## src/rtl/jswm_pkg.sv

```systemverilog
// Shared types, byte constants and byte classes for the whitespace minifier.
// No dependencies.
package jswm_pkg;

  localparam logic [2:0] KindSpace   = 3'd0;
  localparam logic [2:0] KindNewline = 3'd1;
  localparam logic [2:0] KindBlock   = 3'd2;
  localparam logic [2:0] KindLine    = 3'd3;
  localparam logic [2:0] KindOther   = 3'd4;

  localparam logic CfgStripComments = 1'b0;
  localparam logic CfgStripSpaces   = 1'b1;

  localparam logic [7:0] ChNl     = 8'h0a;
  localparam logic [7:0] ChSp     = 8'h20;
  localparam logic [7:0] ChTab    = 8'h09;
  localparam logic [7:0] ChUscore = 8'h5f;
  localparam logic [7:0] ChDollar = 8'h24;
  localparam logic [7:0] ChBslash = 8'h5c;
  localparam logic [7:0] ChHigh   = 8'h7f;
  localparam logic [7:0] ChDig0   = 8'h30;
  localparam logic [7:0] ChDig9   = 8'h39;
  localparam logic [7:0] ChUpA    = 8'h41;
  localparam logic [7:0] ChUpZ    = 8'h5a;
  localparam logic [7:0] ChLoA    = 8'h61;
  localparam logic [7:0] ChLoZ    = 8'h7a;
  localparam logic [7:0] ChRBrace = 8'h7d;
  localparam logic [7:0] ChLBrace = 8'h7b;
  localparam logic [7:0] ChRBrack = 8'h5d;
  localparam logic [7:0] ChLBrack = 8'h5b;
  localparam logic [7:0] ChRParen = 8'h29;
  localparam logic [7:0] ChLParen = 8'h28;
  localparam logic [7:0] ChPlus   = 8'h2b;
  localparam logic [7:0] ChMinus  = 8'h2d;
  localparam logic [7:0] ChDquote = 8'h22;
  localparam logic [7:0] ChSquote = 8'h27;

  typedef enum logic [1:0] {
    GapNone    = 2'd0,
    GapSpace   = 2'd1,
    GapNewline = 2'd2
  } gap_e;

  typedef struct packed {
    logic       gap;
    logic       gap_nl;
    logic [7:0] data;
  } jswm_entry_t;

  typedef struct packed {
    logic full;
    logic empty;
  } jswm_fifo_stat_t;

  function automatic logic is_word(logic [7:0] b);
    return (b >= ChDig0 && b <= ChDig9) || (b >= ChUpA && b <= ChUpZ) ||
           (b >= ChLoA && b <= ChLoZ) || b == ChUscore || b == ChDollar ||
           b == ChBslash || b >= ChHigh;
  endfunction

  function automatic logic nl_may_follow(logic [7:0] b);
    return is_word(b) || b == ChRBrace || b == ChRBrack || b == ChRParen ||
           b == ChPlus || b == ChMinus || b == ChDquote || b == ChSquote;
  endfunction

  function automatic logic nl_may_precede(logic [7:0] b);
    return is_word(b) || b == ChLBrace || b == ChLBrack || b == ChLParen ||
           b == ChPlus || b == ChMinus;
  endfunction

endpackage

```

## src/rtl/jswm_front.sv

```systemverilog
// Front end: config registers, byte classification and gap tracking.
// Depends on jswm_pkg; writes one queue entry per byte that produces output.
module jswm_front (
  input  logic                 clk_i,
  input  logic                 rst_ni,
  input  logic                 cfg_we_i,
  input  logic                 cfg_idx_i,
  input  logic                 cfg_wdata_i,
  input  logic                 accept_i,
  input  logic [2:0]           token_kind_i,
  input  logic                 first_of_token_i,
  input  logic [7:0]           data_byte_i,
  output logic                 push_o,
  output jswm_pkg::jswm_entry_t entry_o
);
  import jswm_pkg::*;

  logic       strip_c_q, strip_s_q;
  logic [7:0] last_q, last_d;
  gap_e       gap_q, gap_d;

  logic [2:0] kind;
  logic [7:0] b;
  logic       emit;

  always_ff @(posedge clk_i or negedge rst_ni) begin
    if (!rst_ni) begin
      strip_c_q <= 1'b0;
      strip_s_q <= 1'b0;
    end else if (cfg_we_i) begin
      case (cfg_idx_i)
        CfgStripComments: strip_c_q <= cfg_wdata_i;
        CfgStripSpaces:   strip_s_q <= cfg_wdata_i;
        default: ;
      endcase
    end
  end

  always_comb begin
    kind        = (token_kind_i > KindLine) ? KindOther : token_kind_i;
    b           = data_byte_i;
    emit        = 1'b0;
    last_d      = last_q;
    gap_d       = gap_q;
    entry_o     = '0;
    entry_o.data = data_byte_i;
    if (strip_c_q && (kind == KindBlock || kind == KindLine) && !first_of_token_i) begin
      kind = KindOther;
      emit = 1'b0;
    end else begin
      if (strip_c_q && (kind == KindBlock || kind == KindLine)) begin
        b    = (kind == KindBlock) ? ChSp : ChNl;
        kind = (kind == KindBlock) ? KindSpace : KindNewline;
      end
      entry_o.data = b;
      if (!strip_s_q) begin
        emit = 1'b1;
        if (b != ChSp && b != ChTab) begin
          last_d = b;
        end
      end else if (kind == KindSpace) begin
        if (gap_q != GapSpace && gap_q != GapNewline) begin
          gap_d = is_word(last_q) ? GapSpace : GapNone;
        end
      end else if (kind == KindNewline) begin
        if (gap_q == GapSpace) begin
          gap_d = GapNewline;
        end else if (gap_q != GapNewline) begin
          gap_d = nl_may_follow(last_q) ? GapNewline : GapNone;
        end
      end else begin
        emit           = 1'b1;
        entry_o.gap    = (gap_q == GapNewline && nl_may_precede(b)) ||
                         (gap_q == GapSpace && is_word(b));
        entry_o.gap_nl = (gap_q == GapNewline);
        gap_d          = GapNone;
        last_d         = b;
      end
    end
  end

  assign push_o = accept_i && emit;

  always_ff @(posedge clk_i or negedge rst_ni) begin
    if (!rst_ni) begin
      last_q <= ChNl;
      gap_q  <= GapNone;
    end else if (accept_i) begin
      last_q <= last_d;
      gap_q  <= gap_d;
    end
  end

endmodule

```

## src/rtl/jswm_queue.sv

```systemverilog
// Short register queue of pending entries between front and back ends.
// Depends on jswm_pkg for the entry and status types.
module jswm_queue #(
  parameter int Depth = 4
) (
  input  logic                     clk_i,
  input  logic                     rst_ni,
  input  logic                     push_i,
  input  jswm_pkg::jswm_entry_t    entry_i,
  input  logic                     pop_i,
  output jswm_pkg::jswm_entry_t    head_o,
  output jswm_pkg::jswm_fifo_stat_t stat_o
);
  import jswm_pkg::*;

  localparam int PtrW = (Depth > 1) ? $clog2(Depth) : 1;
  localparam int CntW = $clog2(Depth + 1);

  jswm_entry_t     mem_q [Depth];
  logic [PtrW-1:0] wr_q, wr_d, rd_q, rd_d;
  logic [CntW-1:0] cnt_q, cnt_d;
  logic            do_push, do_pop;

  assign stat_o.full  = (cnt_q == CntW'(Depth));
  assign stat_o.empty = (cnt_q == '0);
  assign do_push      = push_i && !stat_o.full;
  assign do_pop       = pop_i && !stat_o.empty;
  assign head_o       = mem_q[rd_q];

  always_comb begin
    wr_d  = wr_q;
    rd_d  = rd_q;
    cnt_d = cnt_q;
    if (do_push) begin
      wr_d = (wr_q == PtrW'(Depth - 1)) ? '0 : wr_q + 1'b1;
    end
    if (do_pop) begin
      rd_d = (rd_q == PtrW'(Depth - 1)) ? '0 : rd_q + 1'b1;
    end
    if (do_push && !do_pop) begin
      cnt_d = cnt_q + 1'b1;
    end else if (do_pop && !do_push) begin
      cnt_d = cnt_q - 1'b1;
    end
  end

  always_ff @(posedge clk_i or negedge rst_ni) begin
    if (!rst_ni) begin
      wr_q  <= '0;
      rd_q  <= '0;
      cnt_q <= '0;
    end else begin
      wr_q  <= wr_d;
      rd_q  <= rd_d;
      cnt_q <= cnt_d;
    end
  end

  always_ff @(posedge clk_i) begin
    if (do_push) begin
      mem_q[wr_q] <= entry_i;
    end
  end

endmodule

```

## src/rtl/jswm_back.sv

```systemverilog
// Back end: expands each queued entry into one or two result beats.
// Depends on jswm_pkg; drives the result side of the block.
module jswm_back (
  input  logic                      clk_i,
  input  logic                      rst_ni,
  input  jswm_pkg::jswm_entry_t     head_i,
  input  jswm_pkg::jswm_fifo_stat_t stat_i,
  input  logic                      pop,
  output logic                      deq_o,
  output logic                      empty,
  output logic [7:0]                out_byte_o,
  output logic                      last_of_run_o
);
  import jswm_pkg::*;

  logic phase_q, phase_d;
  logic show_gap, take;

  assign empty         = stat_i.empty;
  assign show_gap      = head_i.gap && !phase_q;
  assign out_byte_o    = show_gap ? (head_i.gap_nl ? ChNl : ChSp) : head_i.data;
  assign last_of_run_o = !show_gap;
  assign take          = pop && !stat_i.empty;
  assign deq_o         = take && !show_gap;

  always_comb begin
    phase_d = phase_q;
    if (take) begin
      phase_d = show_gap;
    end
  end

  always_ff @(posedge clk_i or negedge rst_ni) begin
    if (!rst_ni) begin
      phase_q <= 1'b0;
    end else begin
      phase_q <= phase_d;
    end
  end

endmodule

```

## src/rtl/js_whitespace_minifier.sv

```systemverilog
// Whitespace and comment minifier for classified JavaScript token bytes.
// Top level; depends on jswm_pkg, jswm_front, jswm_queue and jswm_back.
//
// Input side is a queue write: a beat is taken at a rising edge with push
// high and full low. Each beat carries token_kind_i, first_of_token_i and
// data_byte_i. Result side is a queue read: out_byte_o and last_of_run_o
// show the oldest result while empty is low, taken on an edge with pop high.
// An input beat yields zero, one or two result beats; last_of_run_o marks
// the final one of each input.
// Throughput: one input beat per cycle while full is low. The front end
// updates its gap state and writes any queue entry in the accepting cycle.
// An input that carries a held space or newline yields two result beats,
// absorbed by the QueueDepth-entry queue between front and back; full rises
// only when the queue fills because the receiver stalls or gaps pile up.
// Reset clears both strip bits, sets the last written byte to newline and
// drops any held gap and queued results. Write cfg_we_i/cfg_idx_i/cfg_wdata_i
// only while no results are outstanding.
module js_whitespace_minifier #(
  parameter int QueueDepth = 4
) (
  input  logic       clk_i,
  input  logic       rst_ni,
  input  logic       cfg_we_i,
  input  logic       cfg_idx_i,
  input  logic       cfg_wdata_i,
  input  logic       push,
  output logic       full,
  input  logic [2:0] token_kind_i,
  input  logic       first_of_token_i,
  input  logic [7:0] data_byte_i,
  output logic       empty,
  input  logic       pop,
  output logic [7:0] out_byte_o,
  output logic       last_of_run_o
);
  import jswm_pkg::*;

  jswm_entry_t     entry, head;
  jswm_fifo_stat_t stat;
  logic            accept, q_push, q_pop;

  assign full   = stat.full;
  assign accept = push && !stat.full;

  jswm_front u_front (
    .clk_i           (clk_i),
    .rst_ni          (rst_ni),
    .cfg_we_i        (cfg_we_i),
    .cfg_idx_i       (cfg_idx_i),
    .cfg_wdata_i     (cfg_wdata_i),
    .accept_i        (accept),
    .token_kind_i    (token_kind_i),
    .first_of_token_i(first_of_token_i),
    .data_byte_i     (data_byte_i),
    .push_o          (q_push),
    .entry_o         (entry)
  );

  jswm_queue #(
    .Depth(QueueDepth)
  ) u_queue (
    .clk_i  (clk_i),
    .rst_ni (rst_ni),
    .push_i (q_push),
    .entry_i(entry),
    .pop_i  (q_pop),
    .head_o (head),
    .stat_o (stat)
  );

  jswm_back u_back (
    .clk_i        (clk_i),
    .rst_ni       (rst_ni),
    .head_i       (head),
    .stat_i       (stat),
    .pop          (pop),
    .deq_o        (q_pop),
    .empty        (empty),
    .out_byte_o   (out_byte_o),
    .last_of_run_o(last_of_run_o)
  );

endmodule

```

## config.mk

```make
export PLATFORM = sky130hd
export DESIGN_NAME = js_whitespace_minifier
export DESIGN_NICKNAME = d
export VERILOG_FILES = /design/src/rtl/jswm_pkg.sv /design/src/rtl/jswm_front.sv /design/src/rtl/jswm_queue.sv /design/src/rtl/jswm_back.sv /design/src/rtl/js_whitespace_minifier.sv
export SDC_FILE = /design/constraint.sdc
export NUM_CORES = 1
export LEC_CHECK = 0
export BUFFER_PORTS_ARGS = -buffer_cell sky130_fd_sc_hd__buf_4
export CORE_MARGIN = 2
export CORE_UTILIZATION = 50
export CTS_CLUSTER_DIAMETER = 50
export DETAILED_ROUTE_END_ITERATION = 7
export PLACE_DENSITY = 0.72
export SKIP_CTS_REPAIR_TIMING = 1
export SYNTH_ARGS = -nofsm -noshare
export SYNTH_HDL_FRONTEND = slang
export SYNTH_SLANG_ARGS = --single-unit
```

## constraint.sdc

```tcl
create_clock -name clk_i -period 5.2 [get_ports clk_i]
set_input_delay 0.52 -clock clk_i [delete_from_list [all_inputs] [get_ports clk_i]]
set_output_delay 0.52 -clock clk_i [all_outputs]
set_load 0.02 [all_outputs]
```

# ---- Yosys cells after proc, flatten, opt, wreduce, memory -nomap -nowiden
# Memory sizes are Yosys's and may differ from the RTL's.
# Cells that the tools add are included.
dict set report totals {
  mem_count 1
  ram_bits 40
  output_inout_bits 11
  register_bits 20
}
dict set report op_classes {
  n_reduce_logical 62
  eq_ne 34
  magnitude_cmp 15
  add_sub_neg 4
  n_bitwise 2
  n_mux 34
}
# memory words word_bits rd rd_clocked_by_memory_dff wr line
set mem_list {}
lappend mem_list {u_queue.mem_q 4 10 1 0 1 jswm_queue.sv:19} ;# jswm_entry_t mem_q [Depth];
# op n
set ops {}
lappend ops {{8-bit by 6-bit equality test with 1-bit output (second input constant)} 10}
lappend ops {{8-bit by 7-bit equality test with 1-bit output (second input constant)} 8}
lappend ops {{8-bit 2-to-1 mux} 7}
lappend ops {{8-bit by 7-bit >= comparator with 1-bit output (second input constant)} 6}
lappend ops {{8-bit by 7-bit <= comparator with 1-bit output (second input constant)} 4}
lappend ops {{1-bit logical OR} 26}
lappend ops {{2-bit 2-to-1 mux} 11}
lappend ops {{1-bit logical AND} 21}
lappend ops {{8-bit by 6-bit >= comparator with 1-bit output (second input constant)} 2}
lappend ops {{8-bit by 6-bit <= comparator with 1-bit output (second input constant)} 2}
lappend ops {{3-bit 2-to-1 mux} 5}
lappend ops {{6-bit 2-to-1 mux} 2}
lappend ops {{10-bit 2-to-1 mux} 1}
lappend ops {{5-bit AND reduction} 2}
lappend ops {{1-bit 2-to-1 mux} 8}
lappend ops {{2-bit inequality test (second input constant)} 4}
lappend ops {{8-bit by 4-bit inequality test with 1-bit output (second input constant)} 1}
lappend ops {{8-bit by 6-bit inequality test with 1-bit output (second input constant)} 1}
lappend ops {{1-bit logical NOT} 7}
lappend ops {{2-bit equality test (second input constant)} 3}
lappend ops {{3-bit by 2-bit equality test with 1-bit output (second input constant)} 2}
lappend ops {{3-bit logical NOT} 2}
lappend ops {{2-bit by 1-bit adder with 2-bit output (second input constant)} 2}
lappend ops {{4-bit by 2-bit inequality test with 1-bit output (second input constant)} 1}
lappend ops {{10 further kinds} 13}

# ---- Logic depth before layout (Yosys ltp)
dict set report depth {
  depth_word 26
  ltp_mapped 11
}

# ---- Hierarchy
# A second synthesis with hierarchy kept.
dict set report unflattened {
  hier_cells 248
  area_unflattened_um2 3274.4
}
# mod n_inst seq_area_each_um2 cells_each area_each_um2
set modules_own_cells {}
lappend modules_own_cells {jswm_queue 1 1376.3 89 1909.3}
lappend modules_own_cells {jswm_front 1 302.8 141 1196.1}
lappend modules_own_cells {jswm_back 1 25.0 17 155.1}
lappend modules_own_cells {js_whitespace_minifier 1 0.0 1 13.8}

# ---- Worst setup path after synthesis
# No wires, ideal clock.
dict set report synth_timing {
  path_type {input to register}
  start {input port token_kind_i[2]}
  end {register u_queue.cnt_q[2]}
  setup_ps 79
  t_arrival_ps 2625
  path_slack_ps 2496
  cell_stages 11
  required_ps 5121
  cell_sequence {and3b_1 buf_6 a211o_1 a21oi_1 clkbuf_1 ha_1 inv_1 fa_1 xor2_1 nor2_1 xor2_1}
}
dict set report synth_via {
  elab_chain_len 17
  word_cells_on_any_way 23
}
# item line
set synth_lines {}
lappend synth_lines {{from (decl)} js_whitespace_minifier.sv:28} ;# input logic [2:0] token_kind_i,
lappend synth_lines {{3-bit by 2-bit greater-than comparator with 1-bit output} jswm_front.sv:40} ;# kind = (token_kind_i > KindLine) ? KindOther : token_kind_i;
lappend synth_lines {{3-bit 2-to-1 mux *} jswm_front.sv:40}
lappend synth_lines {{3-bit by 2-bit equality test with 1-bit output, on equally long branches} {jswm_front.sv:47, jswm_front.sv:51, jswm_front.sv:53}}
lappend synth_lines {{1-bit logical OR} {jswm_front.sv:47, jswm_front.sv:51}}
lappend synth_lines {{1-bit logical AND} {jswm_front.sv:47, jswm_front.sv:51}}
lappend synth_lines {{3-bit 2-to-1 mux} jswm_front.sv:51} ;# if (strip_c_q && (kind == KindBlock || kind == KindLine)) begin
lappend synth_lines {{3-bit 2-to-1 mux} jswm_front.sv:47} ;# if (strip_c_q && (kind == KindBlock || kind == KindLine) && !first_of_token_i) begin
lappend synth_lines {{3-bit by 1-bit equality test with 1-bit output} jswm_front.sv:65} ;# end else if (kind == KindNewline) begin
lappend synth_lines {{[... 2 more ...]} --}
lappend synth_lines {{1-bit 2-to-1 mux} jswm_front.sv:56} ;# if (!strip_s_q) begin
lappend synth_lines {{1-bit 2-to-1 mux *} jswm_front.sv:47}
lappend synth_lines {{1-bit logical AND *} jswm_front.sv:82} ;# assign push_o = accept_i && emit;
lappend synth_lines {{1-bit logical AND *} jswm_queue.sv:26} ;# assign do_push = push_i && !stat_o.full;
lappend synth_lines {{via u_queue.do_push} jswm_queue.sv:22} ;# logic do_push, do_pop;
lappend synth_lines {{1-bit logical NOT} jswm_queue.sv:42} ;# end else if (do_pop && !do_push) begin
lappend synth_lines {{1-bit logical AND} jswm_queue.sv:42}
lappend synth_lines {{2-bit nonzero test (no source line)} --}
lappend synth_lines {{to (signal assigned)} jswm_queue.sv:55} ;# cnt_q <= cnt_d;
lappend synth_lines {{to (decl)} jswm_queue.sv:21} ;# logic [CntW-1:0] cnt_q, cnt_d;
# The timed path passes the listed nets; every way through them passes the cells marked *. The select of a mux whose other input is x is not followed.
# A chain may end at the register's enable or synchronous reset.

# ---- Worst setup path in the final report
dict set report layout_timing {
  start {register u_queue.rd_q[0]}
  end {register u_queue.cnt_q[2]}
}
dict set report layout_via {
  elab_chain_len 8
  word_cells_on_any_way 10
}
# item line
set layout_lines {}
lappend layout_lines {{from (decl)} jswm_queue.sv:20} ;# logic [PtrW-1:0] wr_q, wr_d, rd_q, rd_d;
lappend layout_lines {{from (signal assigned)} jswm_queue.sv:54} ;# rd_q <= rd_d;
lappend layout_lines {{memory 4 x 10 bit *} --}
lappend layout_lines {{1-bit logical AND *} jswm_back.sv:20} ;# assign show_gap = head_i.gap && !phase_q;
lappend layout_lines {{1-bit logical NOT *} jswm_back.sv:24} ;# assign deq_o = take && !show_gap;
lappend layout_lines {{1-bit logical AND *} jswm_back.sv:24}
lappend layout_lines {{1-bit logical AND *} jswm_queue.sv:27} ;# assign do_pop = pop_i && !stat_o.empty;
lappend layout_lines {{1-bit logical NOT} jswm_queue.sv:40} ;# if (do_push && !do_pop) begin
lappend layout_lines {{1-bit logical AND} jswm_queue.sv:40}
lappend layout_lines {{3-bit 2-to-1 mux or 2-bit nonzero test (tied branches)} --}
# Mark *: on every way between the ends. The rest lies on a longest branch, timed or not.

==> out/results.txt <==
status: complete, no violations
DIE HEIGHT: 82.62 um
largest cells by area after synthesis: edfxtp_1, dfrtp_1, mux4_2, nand2_1, ha_1
largest net degree at the start of global routing: 21
Fin. Hold Viols: 0
share of layout cells above drive strength 1: 21.09%
crit path max-delay cell type: dfrtp_1
Post-synth ARST share: 33.33%
pwr dens: 534.8 nW/um^2
clock power share: 25.4%
gr ovfl total: 0
count leader, synth: edfxtp_1
fin crit period: 3.140 ns
crit path max fanout: 13
cell internal pwr: 0.001279 W
PortBufs: 29
Setup TNS Final: 0 ns
dpl hpwl: 4.198 mm
H-tree depth: 3
CP Launch Type: register
syn avg cell area: 11.80 um^2
Worst EP required: 5.46 ns
number of routed nets with antenna violations: 0
Final nets: 317
Clock Path Buffers: 2
TritonRoute pass-1 iters: 4
Synth cell types: 49
Worst-path clk slew: 0.07 ns
CP arrival: 3.40 ns
worst hold path type: input port to async pin
Die Area: 6826 um^2
period utilization: 60.39%
CTS tree: yes
final setup fails: 0
critical path's largest stage delay: 0.79 ns
commonest cells in the netlist: edfxtp_1, nand2_1, inv_1, dfrtp_1, o21ai_0
combinational power share: 34.6%
unrepaired setup endpoints after global routing: false
antenna violations before repair: 0
first-pass GRT wire length: 9.618 mm
Psw: 0.0006341 W
Synth Cell Area: 3090 um^2
YS warnings: 0
Root Buffer: clkbuf_8
CP startpoint: u_queue.rd_q[0]
TritonCTS buffer count: 9
ant diodes: 0
Final Util: 60.06%
Fmax achieved: 0.3185 GHz
Ports: 30
Synth Instances: 262
Worst R2R Start: u_queue.rd_q[0]
Syn Nets: 290
row count: 28
crit path kind: register to register
synthesis-stage register bit count: 60
number of global-route vias before repair: 2061
Max Cap Viol: 0
top-area cell type share of the netlist area: 38.87%
Setup WS pre-CTS: 1.989 ns
gr usage total: 19.26%
Tightest Pin Transition: 0.7414 ns
P&R area growth vs syn: 15.75%
routed vias: 2084
Max-slew headroom: 50.47%
VDD IR max: 0.0003300 V
LEAKAGE: 1.429 nW
sequential fraction of the synthesis area: 55.14%
Crit. End Element: register
ys flop type: edfxtp_1
Sequential Power Share: 40.0%
Post-synth EDFFs: 40
Max Transition Viols Final: 0
Core Region: 5956 um^2
Worst Clk Skew: 0.01193 ns
wirelength, routed: 5.847 mm
post-DR wirelength/cell: 15.85 um
switching share of power: 33.15%
worst path cell trace: mux4_2, nor2b_1, nor2_1, inv_1, ha_1, inv_1, fa_1, xor2_1, nor2_1, xor2_1
largest area contributor in the netlist: edfxtp_1
# DRC: 0
vias per cell: 5.648
initial core utilization: 51.89%
RD Place Congestion: 0.8291
worst setup margin: 2.060 ns
clk_lat worst skew: 0.33 ns
CTS Sinks: 60
total power: 0.001913 W
initial DRC count: 67
Die Wd: 82.62 um
-- layer usage --
metal | track usage [%] | wire length, um
met1 | 24.06 | 2484
met2 | 32.66 | 3056
met3 | 3.804 | 198
met4 | 8.197 | 107
met5 | 0 | 0
-- final cells by class --
cell class | count | area [um^2]
tap | 75 | 93.84
timing repair buffer | 30 | 225.2
clock buffer | 10 | 127.6
clock inverter | 6 | 102.6
multi-input combinational | 168 | 1249
fill | 489 | 2379
inverter | 20 | 75.07
sequential | 60 | 1704
-- per-stage QoR --
| step | instances | hold WS (ns) | cell area [um^2] |
|---|---|---|---|
| 2_1_floorplan | 262 | 0.2244 | 3090 |
| 3_3_place_gp | 353 | 0.4150 | 3347 |
| 3_5_place_dp | 353 | 0.4187 | 3347 |
| 4_1_cts | 369 | 0.06715 | 3577 |
| 5_1_grt | 369 | 0.07863 | 3577 |
| 6_report | 369 | 0.06667 | 3577 |
-- state kept, by name (all words and copies together) (netlist names) --
signal and flops:
u_front.last_q 8, u_queue.wr_q 2, u_front.strip_s_q 1, u_queue.mem_q 40
u_front.gap_q 2, u_front.strip_c_q 1, u_queue.cnt_q 3, u_queue.rd_q 2
u_back.phase_q 1
-- worst paths after layout --
path	slack, ns	cells past startpoint	to
max in group asynchronous	4.86	1	u_front.last_q[1]
worst min-delay path	0.07	1	u_queue.cnt_q[0]
worst max-delay path	2.06	10	u_queue.cnt_q[2]
worst min register to register	0.49	1	u_queue.cnt_q[2]
worst max register to register	2.06	10	u_queue.cnt_q[2]
min in group clk_i	0.44	2	u_front.strip_s_q
-- power groups by stage --
stage | combinational [W] | clock [W] | sequential (W)
CTS | 0.000675 | 0.000493 | 0.000767
finish | 0.000663 | 0.000485 | 0.000765
global route | 0.000750 | 0.000517 | 0.000786
detailed placement | 0.000674 | 0 | 0.000776
floorplan | 0.000513 | 0 | 0.000711
global placement | 0.000649 | 0 | 0.000770
-- cells by family after synthesis --
group / Yosys count / synth area share (%)
compound gates: 42 / 8.543
flops: 60 / 55.14
mux: 18 / 10.12
buf+inv: 34 / 4.453
simple gates: 93 / 16.15
fa+ha+maj: 9 / 3.887
xor+xnor: 6 / 1.700
-- worst max-delay path: cells and delay by family (launching register included) --
family        cells  cell delay [ns]
simple gates      3             0.88
flops             1             0.79
fa+ha+maj         2             0.55
mux               1             0.34
xor+xnor          2             0.31
buf+inv           2             0.17
-- layout by cell type (no fill, tap or decap), types with 4 or more instances in the layout --
cell	count
nand2_1	30
ha_1	8
edfxtp_1	40
and2_1	8
mux2_2	6
dfrtp_1	18
nor2_1	11
buf_4	30
xor2_1	4
clkbuf_8	9
a21oi_1	9
nor2b_1	10
o21ai_0	14
nand3_1	8
inv_1	20
nor4_1	6
mux4_2	10
(Power assumes the default switching activity.)
